==> src/hw/rtl/light_change_logger_defines.svh <==
// assertion macros for the light change logger
`ifndef LIGHT_CHANGE_LOGGER_DEFINES_SVH
`define LIGHT_CHANGE_LOGGER_DEFINES_SVH

// same-cycle implication, checked outside reset
`define LCL_ASSERT_NOW(label, ante, cons, msg) \
  label: assert property (@(posedge clk) disable iff (rst) (ante) |-> (cons)) \
    else $error(msg);

// next-cycle implication, checked outside reset
`define LCL_ASSERT_NEXT(label, ante, cons, msg) \
  label: assert property (@(posedge clk) disable iff (rst) (ante) |=> (cons)) \
    else $error(msg);

`endif

==> src/hw/rtl/lcl_pkg.sv <==
// shared constants, codes and control structs of the light change logger
package lcl_pkg;

  localparam int LOG_PAIRS = 10;
  localparam logic [11:0] THRESHOLD_RESET = 12'd200;
  localparam logic [7:0] SECONDS_PER_TICK = 8'd10;

  // floor(n / 125000) == (n * RECIP_MULT) >> RECIP_SHIFT for every 21-bit n
  localparam logic [21:0] RECIP_MULT = 22'd2199024;
  localparam int RECIP_SHIFT = 38;
  localparam int PROD_W = 43;

  typedef enum logic [1:0] {
    CMD_SAMPLE = 2'd0,
    CMD_TICK   = 2'd1,
    CMD_DUMP   = 2'd2,
    CMD_UNUSED = 2'd3
  } cmd_code_t;

  typedef enum logic [1:0] {
    KIND_PWM   = 2'd0,
    KIND_STORE = 2'd1,
    KIND_DUMP  = 2'd2,
    KIND_END   = 2'd3
  } kind_t;

  typedef struct packed {
    logic capture;
    logic tick;
    logic log_write;
    logic emit_pwm;
    logic walk_start;
    logic walk_store;
    logic emit_byte;
    logic copy;
    logic emit_end;
  } dp_cmd_t;

  typedef struct packed {
    cmd_code_t code;
    logic      change_hit;
    logic      full;
    logic      pending;
    logic      out_free;
    logic      walk_last;
    logic      walk_store;
  } dp_sts_t;

endpackage

==> src/hw/rtl/lcl_if.sv <==
// valid/ready channel interfaces for samples, results and configuration
interface lcl_in_if;
  logic        valid;
  logic        ready;
  logic [1:0]  cmd;
  logic [11:0] sample;
  logic [20:0] timer_count;

  modport source (output valid, cmd, sample, timer_count, input ready);
  modport sink (input valid, cmd, sample, timer_count, output ready);
endinterface

interface lcl_out_if;
  logic        valid;
  logic        ready;
  logic [1:0]  kind;
  logic [11:0] value;
  logic        last;

  modport source (output valid, kind, value, last, input ready);
  modport sink (input valid, kind, value, last, output ready);
endinterface

interface lcl_cfg_if;
  logic        valid;
  logic        ready;
  logic [11:0] change_threshold;

  modport source (output valid, change_threshold, input ready);
  modport sink (input valid, change_threshold, output ready);
endinterface

==> src/hw/rtl/lcl_ctrl.sv <==
// controller state machine of the light change logger
module lcl_ctrl (
  input  logic             clk,
  input  logic             rst,
  input  logic             in_valid,
  output logic             in_ready,
  input  lcl_pkg::dp_sts_t sts,
  output lcl_pkg::dp_cmd_t cmd
);

  typedef enum logic [2:0] {
    S_IDLE,
    S_DECODE,
    S_PWM,
    S_WALK,
    S_COPY,
    S_END
  } state_t;

  state_t state;
  state_t state_next;

  assign in_ready = (state == S_IDLE);

  always_comb begin
    cmd        = '0;
    state_next = state;
    case (state)
      S_IDLE: begin
        if (in_valid) begin
          cmd.capture = 1'b1;
          state_next  = S_DECODE;
        end
      end
      S_DECODE: begin
        case (sts.code)
          lcl_pkg::CMD_SAMPLE: begin
            state_next = sts.change_hit ? S_PWM : S_IDLE;
          end
          lcl_pkg::CMD_TICK: begin
            cmd.tick   = 1'b1;
            state_next = S_IDLE;
          end
          lcl_pkg::CMD_DUMP: begin
            if (sts.pending) begin
              cmd.walk_start = 1'b1;
              state_next     = S_WALK;
            end else begin
              state_next = S_END;
            end
          end
          default: begin
            state_next = S_IDLE;
          end
        endcase
      end
      S_PWM: begin
        if (sts.out_free) begin
          cmd.emit_pwm  = 1'b1;
          cmd.log_write = 1'b1;
          if (sts.full) begin
            cmd.walk_start = 1'b1;
            cmd.walk_store = 1'b1;
            state_next     = S_WALK;
          end else begin
            state_next = S_IDLE;
          end
        end
      end
      S_WALK: begin
        if (sts.out_free) begin
          cmd.emit_byte = 1'b1;
          if (sts.walk_last) begin
            state_next = S_COPY;
          end
        end
      end
      S_COPY: begin
        // newest percentage becomes the head of the next batch
        cmd.copy   = 1'b1;
        state_next = sts.walk_store ? S_IDLE : S_END;
      end
      S_END: begin
        if (sts.out_free) begin
          cmd.emit_end = 1'b1;
          state_next   = S_IDLE;
        end
      end
      default: begin
        state_next = S_IDLE;
      end
    endcase
  end

  always_ff @(posedge clk) begin
    if (rst) begin
      state <= S_IDLE;
    end else begin
      state <= state_next;
    end
  end

endmodule

==> src/hw/rtl/lcl_dpath.sv <==
// datapath of the light change logger: compare, log arrays, walk counter, output register
module lcl_dpath #(
  parameter int LOG_PAIRS = lcl_pkg::LOG_PAIRS
) (
  input  logic             clk,
  input  logic             rst,
  input  lcl_pkg::dp_cmd_t cmd,
  output lcl_pkg::dp_sts_t sts,
  input  logic [1:0]       in_cmd,
  input  logic [11:0]      in_sample,
  input  logic [20:0]      in_count,
  input  logic             cfg_we,
  input  logic [11:0]      cfg_data,
  output logic             out_valid,
  output logic [1:0]       out_kind,
  output logic [11:0]      out_value,
  output logic             out_last,
  input  logic             out_ready
);

  localparam int IW = (LOG_PAIRS > 1) ? $clog2(LOG_PAIRS) : 1;
  localparam int FW = $clog2(LOG_PAIRS + 1);
  localparam logic [FW-1:0] FILL_ONE = FW'(1);
  localparam logic [FW-1:0] FILL_TWO = FW'(2);
  localparam logic [FW-1:0] FILL_FULL = FW'(LOG_PAIRS);
  localparam logic [IW-1:0] STORE_END = IW'(LOG_PAIRS - 2);

  logic [11:0]        threshold;
  logic [11:0]        last_accepted;
  logic [7:0]         ticks;
  logic [FW-1:0]      fill;
  lcl_pkg::cmd_code_t cur_cmd;
  logic [11:0]        cur_sample;
  logic [4:0]         quot;
  logic [6:0]         percent_log [LOG_PAIRS];
  logic [7:0]         seconds_log [LOG_PAIRS];
  logic [IW-1:0]      walk_idx;
  logic               walk_half;
  logic [IW-1:0]      walk_end;
  logic               walk_store;
  lcl_pkg::kind_t     kind_r;

  logic [lcl_pkg::PROD_W-1:0] prod;
  logic [11:0]   diff;
  logic [16:0]   pct_sum;
  logic [6:0]    pct;
  logic [7:0]    tick_secs;
  logic [7:0]    secs;
  logic [FW-1:0] fill_m1;
  logic [FW-1:0] fill_m2;
  logic          full;
  logic          walk_last;
  logic          out_free;
  logic [11:0]   byte_value;

  assign prod = lcl_pkg::PROD_W'(in_count) * lcl_pkg::PROD_W'(lcl_pkg::RECIP_MULT);

  assign diff = (cur_sample >= last_accepted) ? cur_sample - last_accepted
                                              : last_accepted - cur_sample;

  // percentage is 100 - ceil(v * 25 / 1024)
  assign pct_sum = (17'(cur_sample) * 17'd25) + 17'd1023;
  assign pct = 7'd100 - pct_sum[16:10];

  // only the low byte of ticks * 10 survives the modulo
  assign tick_secs = ticks * lcl_pkg::SECONDS_PER_TICK;
  assign secs = tick_secs + 8'(quot);

  assign fill_m1   = fill - FILL_ONE;
  assign fill_m2   = fill - FILL_TWO;
  assign full      = (fill == FILL_FULL);
  assign walk_last = walk_half && (walk_idx == walk_end);
  assign out_free  = !out_valid || out_ready;

  assign byte_value = walk_half ? 12'(seconds_log[walk_idx]) : 12'(percent_log[walk_idx]);

  assign sts.code       = cur_cmd;
  assign sts.change_hit = (diff > threshold);
  assign sts.full       = full;
  assign sts.pending    = (fill != FILL_ONE);
  assign sts.out_free   = out_free;
  assign sts.walk_last  = walk_last;
  assign sts.walk_store = walk_store;

  assign out_kind = kind_r;

  // control registers
  always_ff @(posedge clk) begin
    if (rst) begin
      threshold     <= lcl_pkg::THRESHOLD_RESET;
      last_accepted <= '0;
      ticks         <= '0;
      fill          <= FILL_ONE;
      out_valid     <= 1'b0;
    end else begin
      if (cfg_we) begin
        threshold <= cfg_data;
      end
      if (cmd.tick) begin
        ticks <= ticks + 8'd1;
      end
      if (cmd.log_write) begin
        last_accepted <= cur_sample;
        ticks         <= '0;
        fill          <= full ? FILL_ONE : fill + FILL_ONE;
      end
      if (cmd.copy || cmd.emit_end) begin
        fill <= FILL_ONE;
      end
      if (cmd.emit_pwm || cmd.emit_byte || cmd.emit_end) begin
        out_valid <= 1'b1;
      end else if (out_ready) begin
        out_valid <= 1'b0;
      end
    end
  end

  // item, walk and result payload
  always_ff @(posedge clk) begin
    if (cmd.capture) begin
      cur_cmd    <= lcl_pkg::cmd_code_t'(in_cmd);
      cur_sample <= in_sample;
      quot       <= 5'(prod >> lcl_pkg::RECIP_SHIFT);
    end
    if (cmd.walk_start) begin
      walk_idx   <= '0;
      walk_half  <= 1'b0;
      walk_store <= cmd.walk_store;
      walk_end   <= cmd.walk_store ? STORE_END : fill_m2[IW-1:0];
    end else if (cmd.emit_byte) begin
      walk_half <= !walk_half;
      if (walk_half) begin
        walk_idx <= walk_idx + IW'(1);
      end
    end
    if (cmd.emit_pwm) begin
      kind_r    <= lcl_pkg::KIND_PWM;
      out_value <= cur_sample;
      out_last  <= !full;
    end else if (cmd.emit_byte) begin
      kind_r    <= walk_store ? lcl_pkg::KIND_STORE : lcl_pkg::KIND_DUMP;
      out_value <= byte_value;
      out_last  <= walk_store && walk_last;
    end else if (cmd.emit_end) begin
      kind_r    <= lcl_pkg::KIND_END;
      out_value <= '0;
      out_last  <= 1'b1;
    end
  end

  // log arrays, only the head entries have a reset value
  always_ff @(posedge clk) begin
    if (rst) begin
      percent_log[0] <= '0;
      seconds_log[0] <= '0;
    end else begin
      if (cmd.copy) begin
        percent_log[0] <= percent_log[walk_idx];
      end else if (cmd.log_write && !full) begin
        percent_log[fill[IW-1:0]] <= pct;
      end
      if (cmd.log_write) begin
        seconds_log[fill_m1[IW-1:0]] <= secs;
      end
    end
  end

endmodule

==> src/hw/rtl/light_change_logger.sv <==
// light change logger: sample compare, pwm update, level logging and dump
// a changed sample emits its pwm item and is logged; a full log then walks out its stored
// pairs and copies the head; a dump walks the pending pairs, copies and emits the end item;
// one item in flight; one result per cycle unless the receiver stalls, rate set by the
// controller sequence and the single output register
// reset (rst, synchronous): threshold 200, fill one, first log entry zero, no clearing pass
`include "light_change_logger_defines.svh"

module light_change_logger #(
  parameter int LOG_PAIRS = lcl_pkg::LOG_PAIRS
) (
  input logic       clk,
  input logic       rst,
  lcl_in_if.sink    samples,
  lcl_out_if.source results,
  lcl_cfg_if.sink   cfg
);

  lcl_pkg::dp_cmd_t dp_cmd;
  lcl_pkg::dp_sts_t dp_sts;

  assign cfg.ready = 1'b1;

  lcl_ctrl u_ctrl (
    .clk      (clk),
    .rst      (rst),
    .in_valid (samples.valid),
    .in_ready (samples.ready),
    .sts      (dp_sts),
    .cmd      (dp_cmd)
  );

  lcl_dpath #(
    .LOG_PAIRS (LOG_PAIRS)
  ) u_dpath (
    .clk       (clk),
    .rst       (rst),
    .cmd       (dp_cmd),
    .sts       (dp_sts),
    .in_cmd    (samples.cmd),
    .in_sample (samples.sample),
    .in_count  (samples.timer_count),
    .cfg_we    (cfg.valid && cfg.ready),
    .cfg_data  (cfg.change_threshold),
    .out_valid (results.valid),
    .out_kind  (results.kind),
    .out_value (results.value),
    .out_last  (results.last),
    .out_ready (results.ready)
  );

  `LCL_ASSERT_NEXT(a_busy_after_accept, samples.valid && samples.ready, !samples.ready, "input taken while item in flight")
  `LCL_ASSERT_NOW(a_result_while_busy, $rose(results.valid), !$past(samples.ready), "result raised from idle")
  `LCL_ASSERT_NOW(a_end_closes_item, results.valid && (results.kind == lcl_pkg::KIND_END), results.last && (results.value == 12'd0), "dump end not final")

endmodule

==> src/flat_wrapper.sv <==
// flat-port wrapper written by rule: the top's interface ports become plain ports
module light_change_logger_flat 
#(
  parameter int LOG_PAIRS = lcl_pkg::LOG_PAIRS
)
  (clk, rst, samples_valid, samples_cmd, samples_sample, samples_timer_count, samples_ready, results_valid, results_kind, results_value, results_last, results_ready, cfg_valid, cfg_change_threshold, cfg_ready);
  lcl_in_if samples_i ();
  lcl_out_if results_i ();
  lcl_cfg_if cfg_i ();
  input logic clk;
  input logic rst;
  input wire logic [$bits(samples_i.valid)-1:0] samples_valid;
  input wire logic [$bits(samples_i.cmd)-1:0] samples_cmd;
  input wire logic [$bits(samples_i.sample)-1:0] samples_sample;
  input wire logic [$bits(samples_i.timer_count)-1:0] samples_timer_count;
  output wire logic [$bits(samples_i.ready)-1:0] samples_ready;
  output wire logic [$bits(results_i.valid)-1:0] results_valid;
  output wire logic [$bits(results_i.kind)-1:0] results_kind;
  output wire logic [$bits(results_i.value)-1:0] results_value;
  output wire logic [$bits(results_i.last)-1:0] results_last;
  input wire logic [$bits(results_i.ready)-1:0] results_ready;
  input wire logic [$bits(cfg_i.valid)-1:0] cfg_valid;
  input wire logic [$bits(cfg_i.change_threshold)-1:0] cfg_change_threshold;
  output wire logic [$bits(cfg_i.ready)-1:0] cfg_ready;
  assign samples_i.valid = samples_valid;
  assign samples_i.cmd = samples_cmd;
  assign samples_i.sample = samples_sample;
  assign samples_i.timer_count = samples_timer_count;
  assign samples_ready = samples_i.ready;
  assign results_valid = results_i.valid;
  assign results_kind = results_i.kind;
  assign results_value = results_i.value;
  assign results_last = results_i.last;
  assign results_i.ready = results_ready;
  assign cfg_i.valid = cfg_valid;
  assign cfg_i.change_threshold = cfg_change_threshold;
  assign cfg_ready = cfg_i.ready;
  light_change_logger #(.LOG_PAIRS(LOG_PAIRS)) u_core (.clk(clk), .rst(rst), .samples(samples_i), .results(results_i), .cfg(cfg_i));
endmodule
==> config.mk <==
export PLATFORM = sky130hd
export DESIGN_NAME = light_change_logger_flat
export DESIGN_NICKNAME = d
export VERILOG_FILES = /design/src/hw/rtl/lcl_pkg.sv /design/src/hw/rtl/lcl_if.sv /design/src/hw/rtl/lcl_ctrl.sv /design/src/hw/rtl/lcl_dpath.sv /design/src/hw/rtl/light_change_logger.sv /design/src/flat_wrapper.sv
export VERILOG_INCLUDE_DIRS = /design/src /design/src/hw/rtl
export SDC_FILE = /design/constraint.sdc
export NUM_CORES = 1
export LEC_CHECK = 0
export ABC_AREA = 1
export BUFFER_PORTS_ARGS = -buffer_cell sky130_fd_sc_hd__buf_2
export CORE_MARGIN = 8
export CORE_UTILIZATION = 50
export CTS_BUF_LIST = sky130_fd_sc_hd__clkbuf_16
export DETAILED_ROUTE_END_ITERATION = 16
export GPL_ROUTABILITY_DRIVEN = 0
export PLACE_DENSITY = 0.76
export SETUP_SLACK_MARGIN = 0.2
export SLEW_MARGIN = 20
export SYNTH_ARGS = -nofsm -noshare
export SYNTH_HDL_FRONTEND = slang
export SYNTH_SLANG_ARGS = --single-unit
==> constraint.sdc <==
create_clock -name clk -period 6.2 [get_ports clk]
set_input_delay 0.31 -clock clk [delete_from_list [all_inputs] [get_ports clk]]
set_output_delay 0.31 -clock clk [all_outputs]
set_load 0.01 [all_outputs]
==> results of run 1 <==
stage by stage:
stage / power [mW] / cell area [µm²] / util [%] / hold slack (ns) / std cells
final: 7.18 / 20800 / 55.3 / 0.0231 / 2666
after global routing: 7.99 / 20800 / 55.3 / 0.0173 / 2666
after CTS: 7.18 / 20800 / 55.3 / 0.00626 / 2666
after detailed placement: 5.81 / 19900 / 52.9 / 0.459 / 2608
after global placement: 5.67 / 19900 / 52.9 / 0.453 / 2608
after floorplan: 4.90 / 19000 / - / 0.409 / 2058
how the worst max path moves through the flow:
stage | slack, ns | end
2_1_floorplan | 1.67 | u_core.u_dpath.quot[2]
3_3_place_gp | 1.33 | u_core.u_dpath.quot[2]
3_5_place_dp | 1.24 | u_core.u_dpath.quot[2]
4_1_cts | 1.39 | u_core.u_dpath.percent_log[9][4]
5_1_grt | 1.19 | u_core.u_dpath.percent_log[9][2]
6_report | 1.55 | u_core.u_dpath.percent_log[2][2]
power by group:
group | internal, mW | switching [mW]
clock network | 0.747 | 0.603
logic | 1.56 | 2.49
registers | 1.75 | 0.0335
kinds of logic after synthesis:
| group | Yosys count | share of synthesized area [%] |
|---|---|---|
| other cells | 1 | 0.0197 |
| compound gates | 334 | 9.89 |
| simple gates | 572 | 12.5 |
| flops | 237 | 34.8 |
| fa+ha+maj | 386 | 31.3 |
| xor+xnor | 32 | 1.47 |
| buf+inv | 496 | 9.95 |
worst min-delay path, stage by stage:
cell and delay (ns):
buf_2 0.08, nor2_1 0.03, nor2_1 0.09
cells in the final DEF (no fill, tap or decap), types with 7 or more instances in the layout:
master         Yosys  layout
nand4_1           11      11
clkinv_1           1       8
dfxtp_1           50      49
clkbuf_16          0      24
xor2_1            26      26
o22ai_1           25      25
o21ai_0          137     136
clkinv_2           0       7
dlygate4sd3_1      0      15
edfxtp_1         187     187
a31oi_1            7       7
fa_1             149     149
inv_1            445     445
buf_4              1      10
nand3_1           40      40
o221ai_1          17      17
o21ai_1            6       7
nor2_1           175     174
ha_1             237     237
a21oi_1          102     102
nor3_1            21      21
inv_2             11      12
nand2_1          291     291
o211ai_1          15      15
buf_2             14      68
synth_stat cells, types with 3 or more instances:
cell type	count	area (µm²)
edfxtp_1	187	5620
xor2_1	26	228
o22ai_1	25	156
xnor2_1	6	52.6
o221ai_1	17	149
ha_1	237	2970
a21o_1	4	30.0
dfxtp_1	50	1000
inv_2	11	41.3
nand2_2	4	25.0
clkbuf_1	21	78.8
a21boi_0	4	30.0
a31oi_1	7	43.8
inv_1	445	1670
o21ai_1	6	30.0
o211ai_1	15	113
nor4_1	3	18.8
nor3_1	21	105
buf_2	14	70.1
nand2_1	291	1090
nor3b_1	5	37.5
fa_1	149	2980
o21a_1	6	45.0
o21ai_0	137	686
a211oi_1	3	22.5
nor2_2	6	37.5
a21oi_1	102	510
o21bai_1	4	30.0
nand3b_1	5	37.5
nor2_1	175	657
nor2_4	5	56.3
nand4_1	11	68.8
nand3_1	40	200
sequential cells by signal (all words and copies together) (netlist names), 5 cells and up, named ones only:
| signal | cells |
|---|---|
| u_core.u_dpath.ticks | 7 |
| u_core.u_dpath.seconds_log | 80 |
| u_core.u_dpath.last_accepted | 12 |
| u_core.u_dpath.cur_sample | 12 |
| u_core.u_dpath.percent_log | 70 |
| u_core.u_dpath.threshold | 12 |
| u_core.u_dpath.out_value | 12 |
| u_core.u_dpath.quot | 5 |
timing repair:
action / 4_1_cts / 5_1_grt
hold buffers: 15 / 0
hold endpoints to repair: 15 / 0
endpoints found under the setup margin: 0 / 0
area by class of cell:
class / count / area [µm²] / share of cell area [%]
tap: 511 / 639 / 3.08
clock buffer: 24 / 601 / 2.89
timing repair buffer: 93 / 566 / 2.72
inverter: 457 / 1720 / 8.26
clock inverter: 19 / 128 / 0.614
sequential: 237 / 6620 / 31.9
multi-input combinational: 1325 / 10500 / 50.6
per-layer routing:
| layer | track usage (%) | vias to the layer above | part of all wire [%] |
|---|---|---|---|
| met3 | 2.18 | 115 | 6.0 |
| met4 | 7.07 | 0 | 3.4 |
| li1 | - | 6827 | - |
| met1 | 23.8 | 6767 | 41 |
| met5 | 0 | - | 0 |
| met2 | 35.0 | 493 | 50 |
==> impl_results.md, run 1 <==
* Final setup violation count at 0
* Synthesized area at 19,000 µm²
* Maximum resistive drop on vdd at 0.212 mV
* CP Cell Sequence: inv_1, ha_1, inv_1, fa_1, ha_1, ha_1, nand2_1, inv_1, nand2_1, nand2_1, nand2_1, nand2_1, nand2_1, nand2_1, ha_1, inv_1, xor2_1, o21ai_0
* Die area at 44,500 µm²
* Final Slew Violations at 0
* Drt pass-1 iters at 7
* Critical Path Max Stage Delay at 0.82 ns
* R2r startpoint: u_core.u_dpath.cur_sample[1]
* Slew HR at 30.3%
* Cell count after synthesis at 2,058
* Die height at 211 µm
* Total Neg Setup Slack at 0 ns
* Pre-CTS setup slack at 1.24 ns
* Postcts setup bufs at 0
* Asr flop ratio synth at 0%
* Hold Path Class: input pin to flop
* CP Capture Type: flop
* Post-synth EDFFs at 187
* PostCTS Resize Cnt at 0
* Synthesized area per cell at 9.23 µm²
* Layout cell share with drive strength beyond 1 at 6.77%
* Initial Utilization at 50.6%
* Reg2reg path depth at 18
* Dpl hpwl at 33,500 µm
* Worst flop-to-flop path endpoint: u_core.u_dpath.percent_log[2][2]
* Crit. Startpoint: u_core.u_dpath.cur_sample[1]
* Least-Margin Pin Slew at 1.03 ns
* Via Count at 14,200
* Final Hold Viols at 0
* Vias in the first global route at 14,700
* Clk buf depth at 3
* I/O Pins at 70
* Crit path required time at 6.38 ns
* Pin count of the biggest net entering global routing at 76
* Final worst slack at 1.55 ns
* Max Fclk at 0.215 GHz
* Area of the placeable core at 37,600 µm²
* Num CTS Buffers at 24
* Power per cell area at 345 nW/µm²
* Hold path start: cfg_change_threshold[0]
* Starting DRC count in detailed routing at 974
* Gr usage total at 19.4%
* Delay-heaviest family, CP: adder cells
* Clock transition at path regs at 0.06 ns
* Synth cell types at 47
* DR WL/cell at 16.2 µm
* Core Rows at 71
* WP buf/inv at 4
* Vias per cell at 5.33
* Wirelength, routed at 43,200 µm
* Syn_nets at 2,496
* Slowest-stage cell, CP: o21ai_0
* FF+latch count, synth at 237
* Worst-skew pair later-pin latency at 0.53 ns
* Worst Setup Start Kind: flop
* Fin crit period at 4.65 ns
* Diode count at 0
* Number of fillers in the final layout at 3,244
* Hold path cells at 3
* Final ANT Viol Nets at 0
* CTS tree: built
* Max_cap viols at 0
* Clk sinks at 237
* Top FF cell, synth: edfxtp_1
* Synthesis-to-layout area growth at 9.33%
* First-pass GRT wire length at 71,400 µm
* Most used cell, CP: nand2_1
* Unrepaired setup endpoints after global routing: no
* WP depth at 18
* Root Driver: clkbuf_16
* Crit path kind: flop to flop
* Nets at 2,576
* Yosys Warn Count at 0
* Initial antenna violation count at 0
* Leakage at 10.0 nW
* Hold Path End: u_core.u_dpath.threshold[0]
* WP data arrival at 4.83 ns
* I/O Buffers at 68
* Drc violations at 0
* R2R Setup Slk at 1.55 ns
* Crit path max fanout at 10
* Register area share after synthesis at 34.8%
* Crit share post-route at 75.0%
* Die X at 211 µm
* H-tree depth at 1
* Status: complete, no violations
* Skew final at 0.0129 ns
* GRT Residual Overflow at 0
Note: power is estimated with default switching activity, not from simulation.
==> run 2, diff against run 1 <==
Clock period 6.2 ns to 4.9 ns, I/O delays scaled along.
==> impl_results.md, run 2 (synthesis gave the netlist of run 1 again) <==
* Status: complete, no violations (unchanged)
* WP data arrival at 4.63 ns (was 4.83 ns)
* WP depth at 22 (was 18)
* Drt pass-1 iters at 6 (was 7)
* Commonest cells after routing, fill and taps aside: inv_1, nand2_1, ha_1 (unchanged)
* Crit path kind: input pin to flop (was flop to flop)
* Via Count at 14,100 (was 14,200)
* Crit path max fanout at 5 (was 10)
* First-pass GRT wire length at 71,600 µm (was 71,400 µm)
* Dpl hpwl at 33,900 µm (was 33,500 µm)
* Initial antenna violation count at 0 (unchanged)
* Unrepaired setup endpoints after global routing: no (unchanged)
* Regs by FF count: u_core.u_dpath.seconds_log x80, u_core.u_dpath.percent_log x70 (unchanged)
* Synthesis-to-layout area growth at 10.1% (was 9.33%)
* Hold path cells at 3 (unchanged)
* Fin crit period at 4.34 ns
* Register area at 6620 µm² (unchanged)
* Gr usage total at 19.6% (was 19.4%)
* H-tree depth at 1 (unchanged)
* CP Cell Sequence: buf_2, inv_1, ha_1, fa_1, inv_1, ha_1, fa_1, fa_1, inv_1, fa_1, inv_1, ha_1, a21oi_1, nor2_1, nor2_1, o31ai_1, nand2_1, nand3b_1, a21boi_0, nand2_1, nand2_1, nand2_1 (was inv_1, ha_1, inv_1, fa_1, ha_1, ha_1, nand2_1, inv_1, nand2_1, nand2_1, nand2_1, nand2_1, nand2_1, nand2_1, ha_1, inv_1, xor2_1, o21ai_0)
* Root Driver: clkbuf_16 (unchanged)
* Largest register by flop count: u_core.u_dpath.seconds_log (unchanged)
* Diode count at 0 (unchanged)
* Number of fillers in the final layout at 3,097 (was 3,244)
* Clk sinks at 237 (unchanged)
* Delay-heaviest family, CP: adder cells (unchanged)
* Max_cap viols at 0 (unchanged)
* Skew final at 0.0139 ns (was 0.0129 ns)
* CTS tree: built (unchanged)
* CP Capture Type: flop (unchanged)
* Least-Margin Pin Slew at 1.02 ns (was 1.03 ns)
* Maximum resistive drop on vdd at 0.250 mV (was 0.212 mV)
* Final Cell Area at 20,900 µm² (was 20,800 µm²)
* Max FFs per register at 80 (unchanged)
* Area occupied by multi-input gates at 10,500 µm² (about the same)
* Worst-skew pair later-pin latency at 0.53 ns (about the same)
* Starting DRC count in detailed routing at 957 (was 974)
* Layout cell share with drive strength beyond 1 at 7.16% (was 6.77%)
* Commonest non-fill, non-tap cell in the layout: inv_1 (unchanged)
* Final setup violation count at 0 (unchanged)
* Hold Path Class: input pin to flop (unchanged)
* Placed Area at 19,900 µm² (about the same)
* Num CTS Buffers at 24 (unchanged)
* Final ANT Viol Nets at 0 (unchanged)
* Final Hold Viols at 0 (unchanged)
* Max Fclk at 0.230 GHz
* Wirelength, routed at 43,600 µm (was 43,200 µm)
* Die height at 211 µm (unchanged)
* WP buf/inv at 5 (was 4)
* Nets at 2,585 (was 2,576)
* Vias in the first global route at 14,600 (was 14,700)
* Worst Setup Start Kind: input pin (was flop)
* Slew HR at 32.3% (was 30.3%)
* Clk buf depth at 3 (unchanged)
* Core Rows at 71 (unchanged)
* Vias per cell at 5.26 (was 5.33)
* Total Neg Setup Slack at 0 ns (unchanged)
* Crit share post-route at 88.6%
* DR WL/cell at 16.3 µm (was 16.2 µm)
* GRT Residual Overflow at 0 (unchanged)
* Drc violations at 0 (unchanged)
* I/O Buffers at 68 (unchanged)
* Leakage at 10.1 nW (was 10.0 nW)
* Area of the placeable core at 37,600 µm² (unchanged)
* Power per cell area at 443 nW/µm² (was 345 nW/µm²)
* Final Slew Violations at 0 (unchanged)
* Reg2reg path depth at 18 (unchanged)
* Clock transition at path regs at 0.06 ns (about the same)
* Die area at 44,500 µm² (unchanged)
* Slowest-stage cell, CP: fa_1 (was o21ai_0)
* Final core occ at 55.7% (was 55.3%)
* R2R Setup Slk at 0.61 ns (was 1.55 ns)
* I/O Pins at 70 (unchanged)
* Initial Utilization at 50.6% (unchanged)
* Pin count of the biggest net entering global routing at 53 (was 76)
* Critical Path Max Stage Delay at 0.54 ns (was 0.82 ns)
* Crit path required time at 5.19 ns (was 6.38 ns)
* Die X at 211 µm (unchanged)
-- run 2: cell types whose count changed in the layout (fill, tap and decap cells not counted), moves of 3 or more --
| cell | change |
|---|---|
| bufinv_16 | +3 |
| dlygate4sd3_1 | +3 |
| clkinv_1 | -3 |
| buf_4 | +6 |
-- run 2: per-stage QoR --
stage,hold WS [ns],power [mW],cells,setup WS [ns]
3_5_place_dp,0.424,7.37,2614,0.123
5_1_grt,0.0307,10.3,2676,0.283
3_3_place_gp,0.423,7.20,2614,0.180
4_1_cts,0.00344,9.28,2676,0.375
6_report,0.0106,9.27,2676,0.557
2_1_floorplan,0.344,6.20,2058,0.433
-- run 2: worst paths after layout --
path | startpoint | end
min reg2reg | u_core.u_dpath.threshold[9] | u_core.u_dpath.threshold[9]
min | cfg_change_threshold[9] | u_core.u_dpath.threshold[9]
max | samples_timer_count[19] | u_core.u_dpath.quot[2]
max reg2reg | u_core.u_dpath.cur_sample[2] | u_core.u_dpath.percent_log[4][2]
-- run 2: repair_timing --
| action | 4_1_cts | 5_1_grt |
|---|---|---|
| gates resized for setup | 0 | 1 |
| endpoints found under the setup margin | 0 | 10 |
| endpoints found under the hold margin | 18 | 0 |
| buffers inserted | 0 | 0 |
| hold buffers | 18 | 0 |
-- run 2: tightest hold or removal path: stages --
cell and delay [ns]:
buf_2 0.07, o21ai_0 0.07, a21oi_1 0.11
-- run 2: cell type report --
cell class / count / share of cell area (%)
clock inverters: 20 / 1.02
flip-flops and latches: 237 / 31.6
repair buffers: 102 / 3.06
well taps: 511 / 3.05
multi-input cells: 1325 / 50.2
inverters: 457 / 8.20
clock buffers: 24 / 2.87
-- run 2: per-layer routing --
layer / up-vias / global-route usage, % / part of all wire (%)
li1: 6856 / - / -
met1: 6699 / 24.0 / 41
met2: 446 / 35.8 / 50
met3: 81 / 1.94 / 5.2
met4: 0 / 6.39 / 2.9
met5: - / 0 / 0
-- run 2: power breakdown --
part	leakage, nW	internal (mW)	switching [mW]
combinational	7.43	1.98	3.14
clock	0.410	1.11	0.781
sequential	2.27	2.21	0.0441
